`src/design/ffra_pkg.sv`:
```
// Package for the first-fit range allocator: operation and status codes, default sizes.
// Used by every module of the design except ffra_ram; depends on nothing.
`default_nettype none
package ffra_pkg;
  localparam int SLOTS_DEF     = 16;
  localparam int ADDR_BITS_DEF = 32;
  localparam int VAL_W         = 36;
  localparam int ALIGN_W       = 32;

  typedef enum logic [2:0] {
    FN_SET_USABLE   = 3'd0,
    FN_SET_UNUSABLE = 3'd1,
    FN_ALLOC        = 3'd2,
    FN_FREE         = 3'd3,
    FN_NEXT         = 3'd4,
    FN_COUNT        = 3'd5
  } func_t;

  typedef enum logic [1:0] {
    ST_OK    = 2'd0,
    ST_NOFIT = 2'd1,
    ST_FULL  = 2'd2
  } stat_t;

  typedef enum logic [3:0] {
    CMD_NONE,
    CMD_CLEAR,
    CMD_LOAD,
    CMD_MU_EVAL,
    CMD_MU_FILL,
    CMD_UN_EVAL,
    CMD_FIT_START,
    CMD_FIT_EVAL,
    CMD_CNT_EVAL
  } cmd_op_t;

  typedef struct packed {
    cmd_op_t op;
  } ffra_cmd_t;

  typedef struct packed {
    logic       hit;
    logic       div_busy;
    logic       empty_range;
    logic [2:0] func;
  } ffra_stat_t;
endpackage
`default_nettype wire

```
`src/design/first_fit_range_allocator.sv`:
```
// First-fit range allocator: a table of SLOTS half-open free ranges in RAM.
// One transaction at a time: the result follows a dispatch state plus the table walk,
// and the next input is taken in the cycle after the result is taken.
// The walk reads each slot and then evaluates it; allocate and next block also wait for the
// remainder unit on each used slot, and set unusable walks the table again for each split slot.
// Reset clears control state, then zeroes the table slot by slot with the input stalled.
`default_nettype none
module first_fit_range_allocator
  import ffra_pkg::*;
#(
  parameter int SLOTS     = SLOTS_DEF,
  parameter int ADDR_BITS = ADDR_BITS_DEF
) (
  input  wire logic              clk,
  input  wire logic              rst,
  input  wire logic              in_valid,
  output logic                   in_stall,
  input  wire logic [2:0]        func,
  input  wire logic [31:0]       base_addr,
  input  wire logic [31:0]       limit_or_size,
  input  wire logic [31:0]       alignment,
  output logic                   out_valid,
  input  wire logic              out_stall,
  output logic [VAL_W-1:0]       value,
  output logic [1:0]             status
);
  ffra_cmd_t                cmd;
  ffra_stat_t               st;
  logic [$clog2(SLOTS)-1:0] idx;

  ffra_ctrl #(.SLOTS(SLOTS)) u_ctrl (
    .clk(clk), .rst(rst), .in_valid(in_valid), .in_stall(in_stall),
    .out_valid(out_valid), .out_stall(out_stall), .st(st), .cmd(cmd),
    .idx(idx));

  ffra_dp #(.SLOTS(SLOTS), .ADDR_BITS(ADDR_BITS)) u_dp (
    .clk(clk), .rst(rst), .cmd(cmd), .idx(idx),
    .func(func), .base_addr(base_addr), .limit_or_size(limit_or_size),
    .alignment(alignment), .st(st), .value(value), .status(status));
endmodule
`default_nettype wire

```
`src/design/ffra_ram.sv`:
```
// Generic single-port RAM with registered read.
// Depends on nothing.
`default_nettype none
module ffra_ram #(
  parameter int WIDTH = 32,
  parameter int DEPTH = 16
) (
  input  wire logic                     clk,
  input  wire logic                     we,
  input  wire logic [$clog2(DEPTH)-1:0] addr,
  input  wire logic [WIDTH-1:0]         wdata,
  output logic      [WIDTH-1:0]         rdata
);
  logic [WIDTH-1:0] mem [DEPTH];

  always_ff @(posedge clk) begin
    if (we) begin
      mem[addr] <= wdata;
    end
    rdata <= mem[addr];
  end
endmodule
`default_nettype wire

```
`src/design/ffra_div.sv`:
```
// Bit-serial remainder unit: one quotient bit per cycle.
// Depends on ffra_pkg for widths.
`default_nettype none
module ffra_div
  import ffra_pkg::*;
#(
  parameter int ADDR_BITS = ADDR_BITS_DEF
) (
  input  wire logic                 clk,
  input  wire logic                 rst,
  input  wire logic                 start,
  input  wire logic [ADDR_BITS-1:0] dividend,
  input  wire logic [ALIGN_W-1:0]   divisor,
  output logic                      busy,
  output logic [ALIGN_W-1:0]        rem
);
  localparam int CW = $clog2(ADDR_BITS + 1);
  logic [ADDR_BITS-1:0] num;
  logic [ALIGN_W:0]     part;
  logic [CW-1:0]        cnt;
  logic [ALIGN_W:0]     shifted;

  assign shifted = {part[ALIGN_W-1:0], num[ADDR_BITS-1]};

  always_ff @(posedge clk) begin
    if (rst) begin
      busy <= 1'b0;
      cnt  <= '0;
    end else if (start) begin
      busy <= 1'b1;
      cnt  <= CW'(ADDR_BITS);
      num  <= dividend;
      part <= '0;
    end else if (busy) begin
      num <= num << 1;
      if (shifted >= {1'b0, divisor}) begin
        part <= shifted - {1'b0, divisor};
      end else begin
        part <= shifted;
      end
      cnt <= cnt - CW'(1);
      if (cnt == CW'(1)) begin
        busy <= 1'b0;
      end
    end
  end

  assign rem = part[ALIGN_W-1:0];
endmodule
`default_nettype wire

```
`src/design/ffra_dp.sv`:
```
// Datapath of the allocator: slot memories, operand registers, compare logic and results.
// Depends on ffra_pkg, ffra_ram and ffra_div.
`default_nettype none
module ffra_dp
  import ffra_pkg::*;
#(
  parameter int SLOTS     = SLOTS_DEF,
  parameter int ADDR_BITS = ADDR_BITS_DEF
) (
  input  wire logic                   clk,
  input  wire logic                   rst,
  input  wire ffra_cmd_t              cmd,
  input  wire logic [$clog2(SLOTS)-1:0] idx,
  input  wire logic [2:0]             func,
  input  wire logic [31:0]            base_addr,
  input  wire logic [31:0]            limit_or_size,
  input  wire logic [31:0]            alignment,
  output ffra_stat_t                  st,
  output logic [VAL_W-1:0]            value,
  output logic [1:0]                  status
);
  localparam int AW = ADDR_BITS;
  localparam int IW = $clog2(SLOTS);
  localparam int XW = ((AW > ALIGN_W) ? AW : ALIGN_W) + 2;
  localparam int SW = ((AW > VAL_W) ? AW : VAL_W) + 1;
  localparam logic [AW:0] AMAX = {1'b0, {AW{1'b1}}};
  localparam logic [SW-1:0] VSAT = SW'({VAL_W{1'b1}});

  logic [AW-1:0] s, e, us, ue, base, lim, rs_q, re_q, wdata_s, wdata_e;
  logic [ALIGN_W-1:0] align;
  logic [2:0]    fn;
  logic          we, used, div_start, div_busy;
  logic [AW-1:0] cand;
  logic [ALIGN_W-1:0] rem, pad;
  logic [XW-1:0] cand_up, fit_end;
  logic [SW-1:0] acc_sum;
  logic [VAL_W-1:0] acc, acc_next;
  logic          hit_c;

  ffra_ram #(.WIDTH(AW), .DEPTH(SLOTS)) u_start (
    .clk(clk), .we(we), .addr(idx), .wdata(wdata_s), .rdata(rs_q));
  ffra_ram #(.WIDTH(AW), .DEPTH(SLOTS)) u_end (
    .clk(clk), .we(we), .addr(idx), .wdata(wdata_e), .rdata(re_q));

  ffra_div #(.ADDR_BITS(AW)) u_div (
    .clk(clk), .rst(rst), .start(div_start), .dividend(cand),
    .divisor(align), .busy(div_busy), .rem(rem));

  assign used = rs_q != re_q;

  always_comb begin
    cand = rs_q;
    if (fn == FN_NEXT && base > rs_q) begin
      cand = base;
    end
  end

  assign div_start = cmd.op == CMD_FIT_START && used;
  assign pad       = (rem == '0) ? '0 : (align - rem);
  assign cand_up   = XW'(cand) + XW'(pad);
  assign fit_end   = cand_up + XW'(lim);

  always_comb begin
    we = 1'b0;
    wdata_s = rs_q;
    wdata_e = re_q;
    hit_c = 1'b0;
    case (cmd.op)
      CMD_CLEAR: begin
        we = 1'b1; wdata_s = '0; wdata_e = '0;
      end
      CMD_MU_EVAL: begin
        if (used) begin
          if (us >= rs_q && ue <= re_q) begin
            hit_c = 1'b1;
          end else if (us <= rs_q && ue >= re_q) begin
            hit_c = 1'b1; we = 1'b1; wdata_s = us; wdata_e = ue;
          end else if (us >= rs_q && us <= re_q) begin
            hit_c = 1'b1; we = 1'b1; wdata_e = ue;
          end else if (ue >= rs_q && ue <= re_q) begin
            hit_c = 1'b1; we = 1'b1; wdata_s = us;
          end
        end
      end
      CMD_MU_FILL: begin
        if (!used) begin
          hit_c = 1'b1; we = 1'b1; wdata_s = us; wdata_e = ue;
        end
      end
      CMD_UN_EVAL: begin
        if (used && !(e <= rs_q || s >= re_q)) begin
          we = 1'b1;
          if (s <= rs_q && e >= re_q) begin
            wdata_s = re_q;
          end else if (s > rs_q && e < re_q) begin
            wdata_e = s;
            hit_c   = 1'b1;
          end else if (s <= rs_q) begin
            wdata_s = e;
          end else begin
            wdata_e = s;
          end
        end
      end
      CMD_FIT_EVAL: begin
        if (used && fit_end <= XW'(re_q)) begin
          hit_c = 1'b1;
          if (fn == FN_ALLOC) begin
            we = 1'b1; wdata_s = fit_end[AW-1:0];
          end
        end
      end
      default: ;
    endcase
  end

  always_comb begin
    st.hit         = hit_c;
    st.div_busy    = div_busy;
    st.empty_range = us >= ue;
    st.func        = fn;
  end

  assign acc_sum  = SW'(acc) + SW'(re_q - rs_q);
  assign acc_next = (acc_sum > VSAT) ? {VAL_W{1'b1}} : acc_sum[VAL_W-1:0];

  always_ff @(posedge clk) begin
    if (rst) begin
      value  <= '0;
      status <= ST_OK;
    end else begin
      case (cmd.op)
        CMD_LOAD: begin
          fn    <= func;
          base  <= AW'(base_addr);
          lim   <= AW'(limit_or_size);
          align <= (alignment == '0) ? ALIGN_W'(1) : alignment;
          s     <= AW'(base_addr);
          e     <= AW'(limit_or_size);
          acc   <= '0;
          value  <= '0;
          status <= (func == FN_ALLOC || func == FN_NEXT) ? ST_NOFIT : ST_OK;
          us <= AW'(base_addr);
          if (func == FN_FREE) begin
            ue <= ({1'b0, AW'(base_addr)} + {1'b0, AW'(limit_or_size)} > AMAX)
                  ? AMAX[AW-1:0]
                  : AW'(base_addr) + AW'(limit_or_size);
          end else begin
            ue <= AW'(limit_or_size);
          end
        end
        CMD_MU_FILL: begin
          if (!hit_c && idx == IW'(SLOTS - 1)) begin
            status <= ST_FULL;
          end
        end
        CMD_UN_EVAL: begin
          if (hit_c) begin
            us <= e;
            ue <= re_q;
          end
        end
        CMD_FIT_EVAL: begin
          if (hit_c) begin
            value  <= VAL_W'(cand_up[AW-1:0]);
            status <= ST_OK;
          end
        end
        CMD_CNT_EVAL: begin
          if (used && re_q > rs_q) begin
            acc   <= acc_next;
            value <= acc_next;
          end
        end
        default: ;
      endcase
    end
  end
endmodule
`default_nettype wire

```
`src/design/ffra_ctrl.sv`:
```
// Controller of the allocator: walks the slot table for each operation
// but empty ranges and unknown codes. Depends on ffra_pkg.
`default_nettype none
module ffra_ctrl
  import ffra_pkg::*;
#(
  parameter int SLOTS = SLOTS_DEF
) (
  input  wire logic                    clk,
  input  wire logic                    rst,
  input  wire logic                    in_valid,
  output logic                         in_stall,
  output logic                         out_valid,
  input  wire logic                    out_stall,
  input  wire ffra_stat_t              st,
  output ffra_cmd_t                    cmd,
  output logic [$clog2(SLOTS)-1:0]     idx
);
  localparam int IW = $clog2(SLOTS);
  localparam logic [IW-1:0] LAST = IW'(SLOTS - 1);

  typedef enum logic [4:0] {
    S_CLEAR, S_IDLE, S_DISPATCH, S_CNT_RD, S_CNT, S_MU_RD, S_MU, S_MUF_RD, S_MUF,
    S_UN_RD, S_UN, S_SUB_RD, S_SUB, S_SUBF_RD, S_SUBF, S_RESUME, S_FIT_RD,
    S_FIT_START, S_FIT_WAIT, S_FIT, S_DONE
  } state_t;

  state_t        state;
  logic [IW-1:0] un_idx;

  assign in_stall  = state != S_IDLE;
  assign out_valid = state == S_DONE;

  always_comb begin
    cmd.op = CMD_NONE;
    case (state)
      S_CLEAR:       cmd.op = CMD_CLEAR;
      S_IDLE:        cmd.op = in_valid ? CMD_LOAD : CMD_NONE;
      S_MU, S_SUB:   cmd.op = CMD_MU_EVAL;
      S_MUF, S_SUBF: cmd.op = CMD_MU_FILL;
      S_UN:          cmd.op = CMD_UN_EVAL;
      S_FIT_START:   cmd.op = CMD_FIT_START;
      S_FIT:         cmd.op = CMD_FIT_EVAL;
      S_CNT:         cmd.op = CMD_CNT_EVAL;
      default:       cmd.op = CMD_NONE;
    endcase
  end

  always_ff @(posedge clk) begin
    if (rst) begin
      state  <= S_CLEAR;
      idx    <= '0;
      un_idx <= '0;
    end else begin
      case (state)
        S_CLEAR: begin
          if (idx == LAST) begin
            idx   <= '0;
            state <= S_IDLE;
          end else begin
            idx <= idx + IW'(1);
          end
        end
        S_IDLE: begin
          idx <= '0;
          if (in_valid) begin
            state <= S_DISPATCH;
          end
        end
        S_DISPATCH: begin
          idx <= '0;
          case (st.func)
            FN_SET_USABLE, FN_FREE:
              state <= st.empty_range ? S_DONE : S_MU_RD;
            FN_SET_UNUSABLE: state <= st.empty_range ? S_DONE : S_UN_RD;
            FN_ALLOC, FN_NEXT: state <= S_FIT_RD;
            FN_COUNT: state <= S_CNT_RD;
            default: state <= S_DONE;
          endcase
        end
        S_CNT_RD: begin
          state <= S_CNT;
        end
        S_CNT: begin
          if (idx == LAST) begin
            state <= S_DONE;
          end else begin
            idx   <= idx + IW'(1);
            state <= S_CNT_RD;
          end
        end
        S_MU_RD: begin
          state <= S_MU;
        end
        S_MU: begin
          if (st.hit) begin
            state <= S_DONE;
          end else if (idx == LAST) begin
            idx   <= '0;
            state <= S_MUF_RD;
          end else begin
            idx   <= idx + IW'(1);
            state <= S_MU_RD;
          end
        end
        S_MUF_RD: begin
          state <= S_MUF;
        end
        S_MUF: begin
          if (st.hit || idx == LAST) begin
            state <= S_DONE;
          end else begin
            idx   <= idx + IW'(1);
            state <= S_MUF_RD;
          end
        end
        S_UN_RD: begin
          state <= S_UN;
        end
        S_UN: begin
          if (st.hit) begin
            un_idx <= idx;
            idx    <= '0;
            state  <= S_SUB_RD;
          end else if (idx == LAST) begin
            state <= S_DONE;
          end else begin
            idx   <= idx + IW'(1);
            state <= S_UN_RD;
          end
        end
        S_SUB_RD: begin
          state <= S_SUB;
        end
        S_SUB: begin
          if (st.hit) begin
            state <= S_RESUME;
          end else if (idx == LAST) begin
            idx   <= '0;
            state <= S_SUBF_RD;
          end else begin
            idx   <= idx + IW'(1);
            state <= S_SUB_RD;
          end
        end
        S_SUBF_RD: begin
          state <= S_SUBF;
        end
        S_SUBF: begin
          if (st.hit || idx == LAST) begin
            state <= S_RESUME;
          end else begin
            idx   <= idx + IW'(1);
            state <= S_SUBF_RD;
          end
        end
        S_RESUME: begin
          if (un_idx == LAST) begin
            state <= S_DONE;
          end else begin
            idx   <= un_idx + IW'(1);
            state <= S_UN_RD;
          end
        end
        S_FIT_RD: begin
          state <= S_FIT_START;
        end
        S_FIT_START: begin
          state <= S_FIT_WAIT;
        end
        S_FIT_WAIT: begin
          if (!st.div_busy) begin
            state <= S_FIT;
          end
        end
        S_FIT: begin
          if (st.hit || idx == LAST) begin
            state <= S_DONE;
          end else begin
            idx   <= idx + IW'(1);
            state <= S_FIT_RD;
          end
        end
        S_DONE: begin
          if (!out_stall) begin
            state <= S_IDLE;
          end
        end
        default: state <= S_IDLE;
      endcase
    end
  end
endmodule
`default_nettype wire
```
`config.mk`:
```
export PLATFORM = sky130hd
export DESIGN_NAME = first_fit_range_allocator
export DESIGN_NICKNAME = d
export VERILOG_FILES = /design/src/design/ffra_pkg.sv /design/src/design/first_fit_range_allocator.sv /design/src/design/ffra_ram.sv /design/src/design/ffra_div.sv /design/src/design/ffra_dp.sv /design/src/design/ffra_ctrl.sv
export SDC_FILE = /design/constraint.sdc
export NUM_CORES = 2
export LEC_CHECK = 0
export ABC_AREA = 0
export BUFFER_PORTS_ARGS = -buffer_cell sky130_fd_sc_hd__buf_2
export CAP_MARGIN = 10
export CORE_ASPECT_RATIO = 1.25
export CORE_MARGIN = 1
export CORE_UTILIZATION = 45
export DETAILED_ROUTE_END_ITERATION = 8
export PLACE_DENSITY = 0.58
export SETUP_SLACK_MARGIN = 0.2
export SYNTH_ARGS = -nofsm -noshare
export SYNTH_HDL_FRONTEND = slang
export SYNTH_SLANG_ARGS = --single-unit
```
`constraint.sdc`:
```
create_clock -name clk -period 12.4 [get_ports clk]
set_input_delay 1.86 -clock clk [delete_from_list [all_inputs] [get_ports clk]]
set_output_delay 1.86 -clock clk [all_outputs]
set_load 0.01 [all_outputs]
```
==> impl_metrics.yaml <==
run_status:
  outcome: "completed"
die:
  rows: 166
  design.core.area_mm2: 0.164
  dieArea_mm2: 0.168
  die_w_um: 366
  initial_utilization: 0.455
  dieHeight_um: 458
  io_pins: 143
pwr:
  power.total_mw: 13.6
  p_leak_nw: 30.7
  powerDensity_mw_per_mm2: 163
  ir_drop_uv: 116
hold_path:
  hp-class: "reg -> reg"
  hold_depth: 1
  min_from: "u_dp.status[1]$_SDFFE_PP0P_"
global_routing:
  grt_max_degree: 168
  grt_pass1_vias: 49600
  grt_usage: 0.283
  antenna_found_initial: 6
  grt_pass1_wl_um: 346000
  gr-total-overflow: 0
sta:
  tightest_slew_ns: 1.23
  timing.final.crit_share: 0.949
  fmax_mhz: 85.0
  slew_violations: 0
  fin_tns_setup_ns: 0
  whs_ns: 0.470
  rsz0062_at_grt: "false"
  fin_ws_ns: 0.636
  setup_viol: 0
  slew_headroom: 0.177
  finalHoldViolCount: 0
  skew_ns: 0.0359
  min_period_ns: 11.76
synth:
  syn_avg_cell_area_um2: 13.3
  synth_edf_count: 1287
  netlist_area_mm2: 0.0747
  syn_inst: 5637
  yosys_register_bits: 1409
  yosys_warnings: 0
  yosysSeqAreaShare: 0.550
  synthArstFlopShare: 0
  yosysUniqueCellTypes: 98
  syn-num-nets: 6304
  synth_flop_cell: "edfxtp_1"
placement:
  port-buffer-count: 142
  placed_area_mm2: 0.0786
  place_inst: 7837
  dp.final_hpwl_um: 177000
  gp_congestion: 1.03
  dp_worst_setup_slack_ns: 0.610
worst_setup_path:
  worstReg2RegStart: "u_dp.u_start.rdata[3]$_DFF_P_"
  worstPathRequired_ns: 12.83
  arrival_ns: 12.19
  cpLargestDelayFamily: "compound AO/OA/AOI/OAI gates"
  cp.depth: 39
  critPathMaxStageDelay_ns: 0.98
  path_common_cell: "a21oi_1"
  crit_path_end_kind: "register"
  crit_type: "reg -> reg"
  path_buf_inv: 5
  cp_max_fo: 63
  startpoint_type: "register"
  r2r_cells: 39
  cp-startpoint: "u_dp.u_start.rdata[3]$_DFF_P_"
  slowest_stage: "a211oi_2"
routing:
  vias_per_cell: 6.25
  ant_nets: 0
  drcViolationCount: 0
  drt-pass1-iter-count: 9
  wire_per_inst_um: 29.6
  vias: 50700
  totalWireLength_um: 240000
  drtIter0Drc: 5224
clock_network:
  clkTransAtPathRegs_ns: 0.06
  cts.sinks: 1409
  cts_made_buffers: 147
  clockBufferDepth: 3
  worstSkewPairLatency_ns: 0.82
  cts_tree: "yes"
  cts_root_buffer: "clkbuf_16"
  htree_num_levels: 4
finish:
  nFillCells: 14100
  postLayoutCellArea_mm2: 0.0836
  syn_to_final_growth_pct: 11.9
  final_cell_mix: "edfxtp_1, ha_1, nand2_1"
  nNetsFinal: 6476
  final_common_cell: "edfxtp_1"
  instances_no_fill: 8118
  finalCoreUtilization: 0.509
  drive_above_1_share: 0.159
flow_run:
  drv_cap: 0
-- registers in the layout, indices dropped and copies added, names as in the netlist --
register / flops
u_dp.u_end.mem: 512
u_dp.u_start.mem: 512
u_dp.acc: 36
u_dp.value: 36
u_dp.align: 32
u_dp.e: 32
u_dp.s: 32
u_dp.u_div.num: 32
u_dp.u_div.part: 32
u_dp.u_end.rdata: 32
u_dp.u_start.rdata: 32
u_dp.ue: 32
u_dp.us: 32
u_dp.u_div.cnt: 6
u_ctrl.state: 5
u_ctrl.idx: 4
u_ctrl.un_idx: 4
u_dp.fn: 3
u_dp.status: 2
u_dp.u_div.busy: 1
-- layout make-up --
cell class              instances  area [um^2]  share of cell area
well taps                    2184         2730              0.0327
inverters                     241          905              0.0108
clock buffers                 203         4120              0.0492
flip-flops and latches       1409        41100               0.491
repair buffers                268         1940              0.0232
diodes                          2         5.00           0.0000598
clock inverters                69          773             0.00925
multi-input cells            3742        32100               0.383
-- timing repair --
action                     4_1_cts  5_1_grt
setup endpoints to repair        0      693
hold buffers                     0        0
setup buffers                    0        2
gates resized for setup          0        1
-- worst paths after layout --
check,to,slack [ns]
worst max-delay path,u_dp.u_start.mem[15][31]$_DFFE_PP_,0.64
worst min-delay path,u_dp.status[1]$_SDFFE_PP0P_,0.47
worst max register to register,u_dp.u_start.mem[15][31]$_DFFE_PP_,0.64
worst min register to register,u_dp.status[1]$_SDFFE_PP0P_,0.47
-- synthesized netlist by cell type (13+ instances only) --
cell type	count	share of area
edfxtp_1	1287	0.52
ha_1	557	0.093
nand2_1	455	0.023
a21oi_1	399	0.027
mux4_2	320	0.096
nor2_1	285	0.014
o21ai_0	270	0.018
inv_1	239	0.012
clkbuf_1	184	0.0092
xnor2_1	132	0.015
a21o_1	131	0.013
dfxtp_1	122	0.033
nand3_1	82	0.0055
nand4_1	81	0.0068
a211oi_1	75	0.0075
xor2_1	68	0.0080
mux2i_1	67	0.0090
nor3_1	60	0.0040
o21a_1	51	0.0051
and3_1	42	0.0035
nor2b_1	42	0.0035
buf_1	37	0.0019
nor4_1	37	0.0031
a221oi_1	35	0.0041
a31oi_1	35	0.0029
nand2b_1	35	0.0029
o221ai_1	35	0.0041
a222oi_1	32	0.0043
mux2_2	32	0.0048
o21bai_1	31	0.0031
a2bb2oi_1	30	0.0035
and2_1	25	0.0021
o211ai_1	20	0.0020
o22ai_1	20	0.0017
a221oi_2	19	0.0038
buf_2	16	0.0011
or2_2	15	0.0013
o31ai_1	14	0.0014
a2111oi_0	13	0.0015
or3_1	13	0.0011
-- metal layers --
metal	vias to the layer above	track usage	routed length, um
met1	25700	0.384	101000
met5	-	0	13
met2	2030	0.438	109000
met3	472	0.0437	16000
li1	22500	-	-
met4	2	0.150	14200
-- logic make-up after synthesis --
logic type,count (synthesis),synth area share
flip-flops,1409,0.550
XOR/XNOR,200,0.0234
buffers and inverters,487,0.0253
AO/OA/AOI/OAI,1338,0.119
adder cells (fa/ha/maj),564,0.0952
multiplexers,419,0.110
AND/OR/NAND/NOR,1220,0.0768
-- power by group --
group	switching, mW	internal (mW)
registers	0.139	5.25
clock network	1.94	2.56
logic	2.32	1.41
total	4.40	9.22
Power figures use the tool's default switching activity.
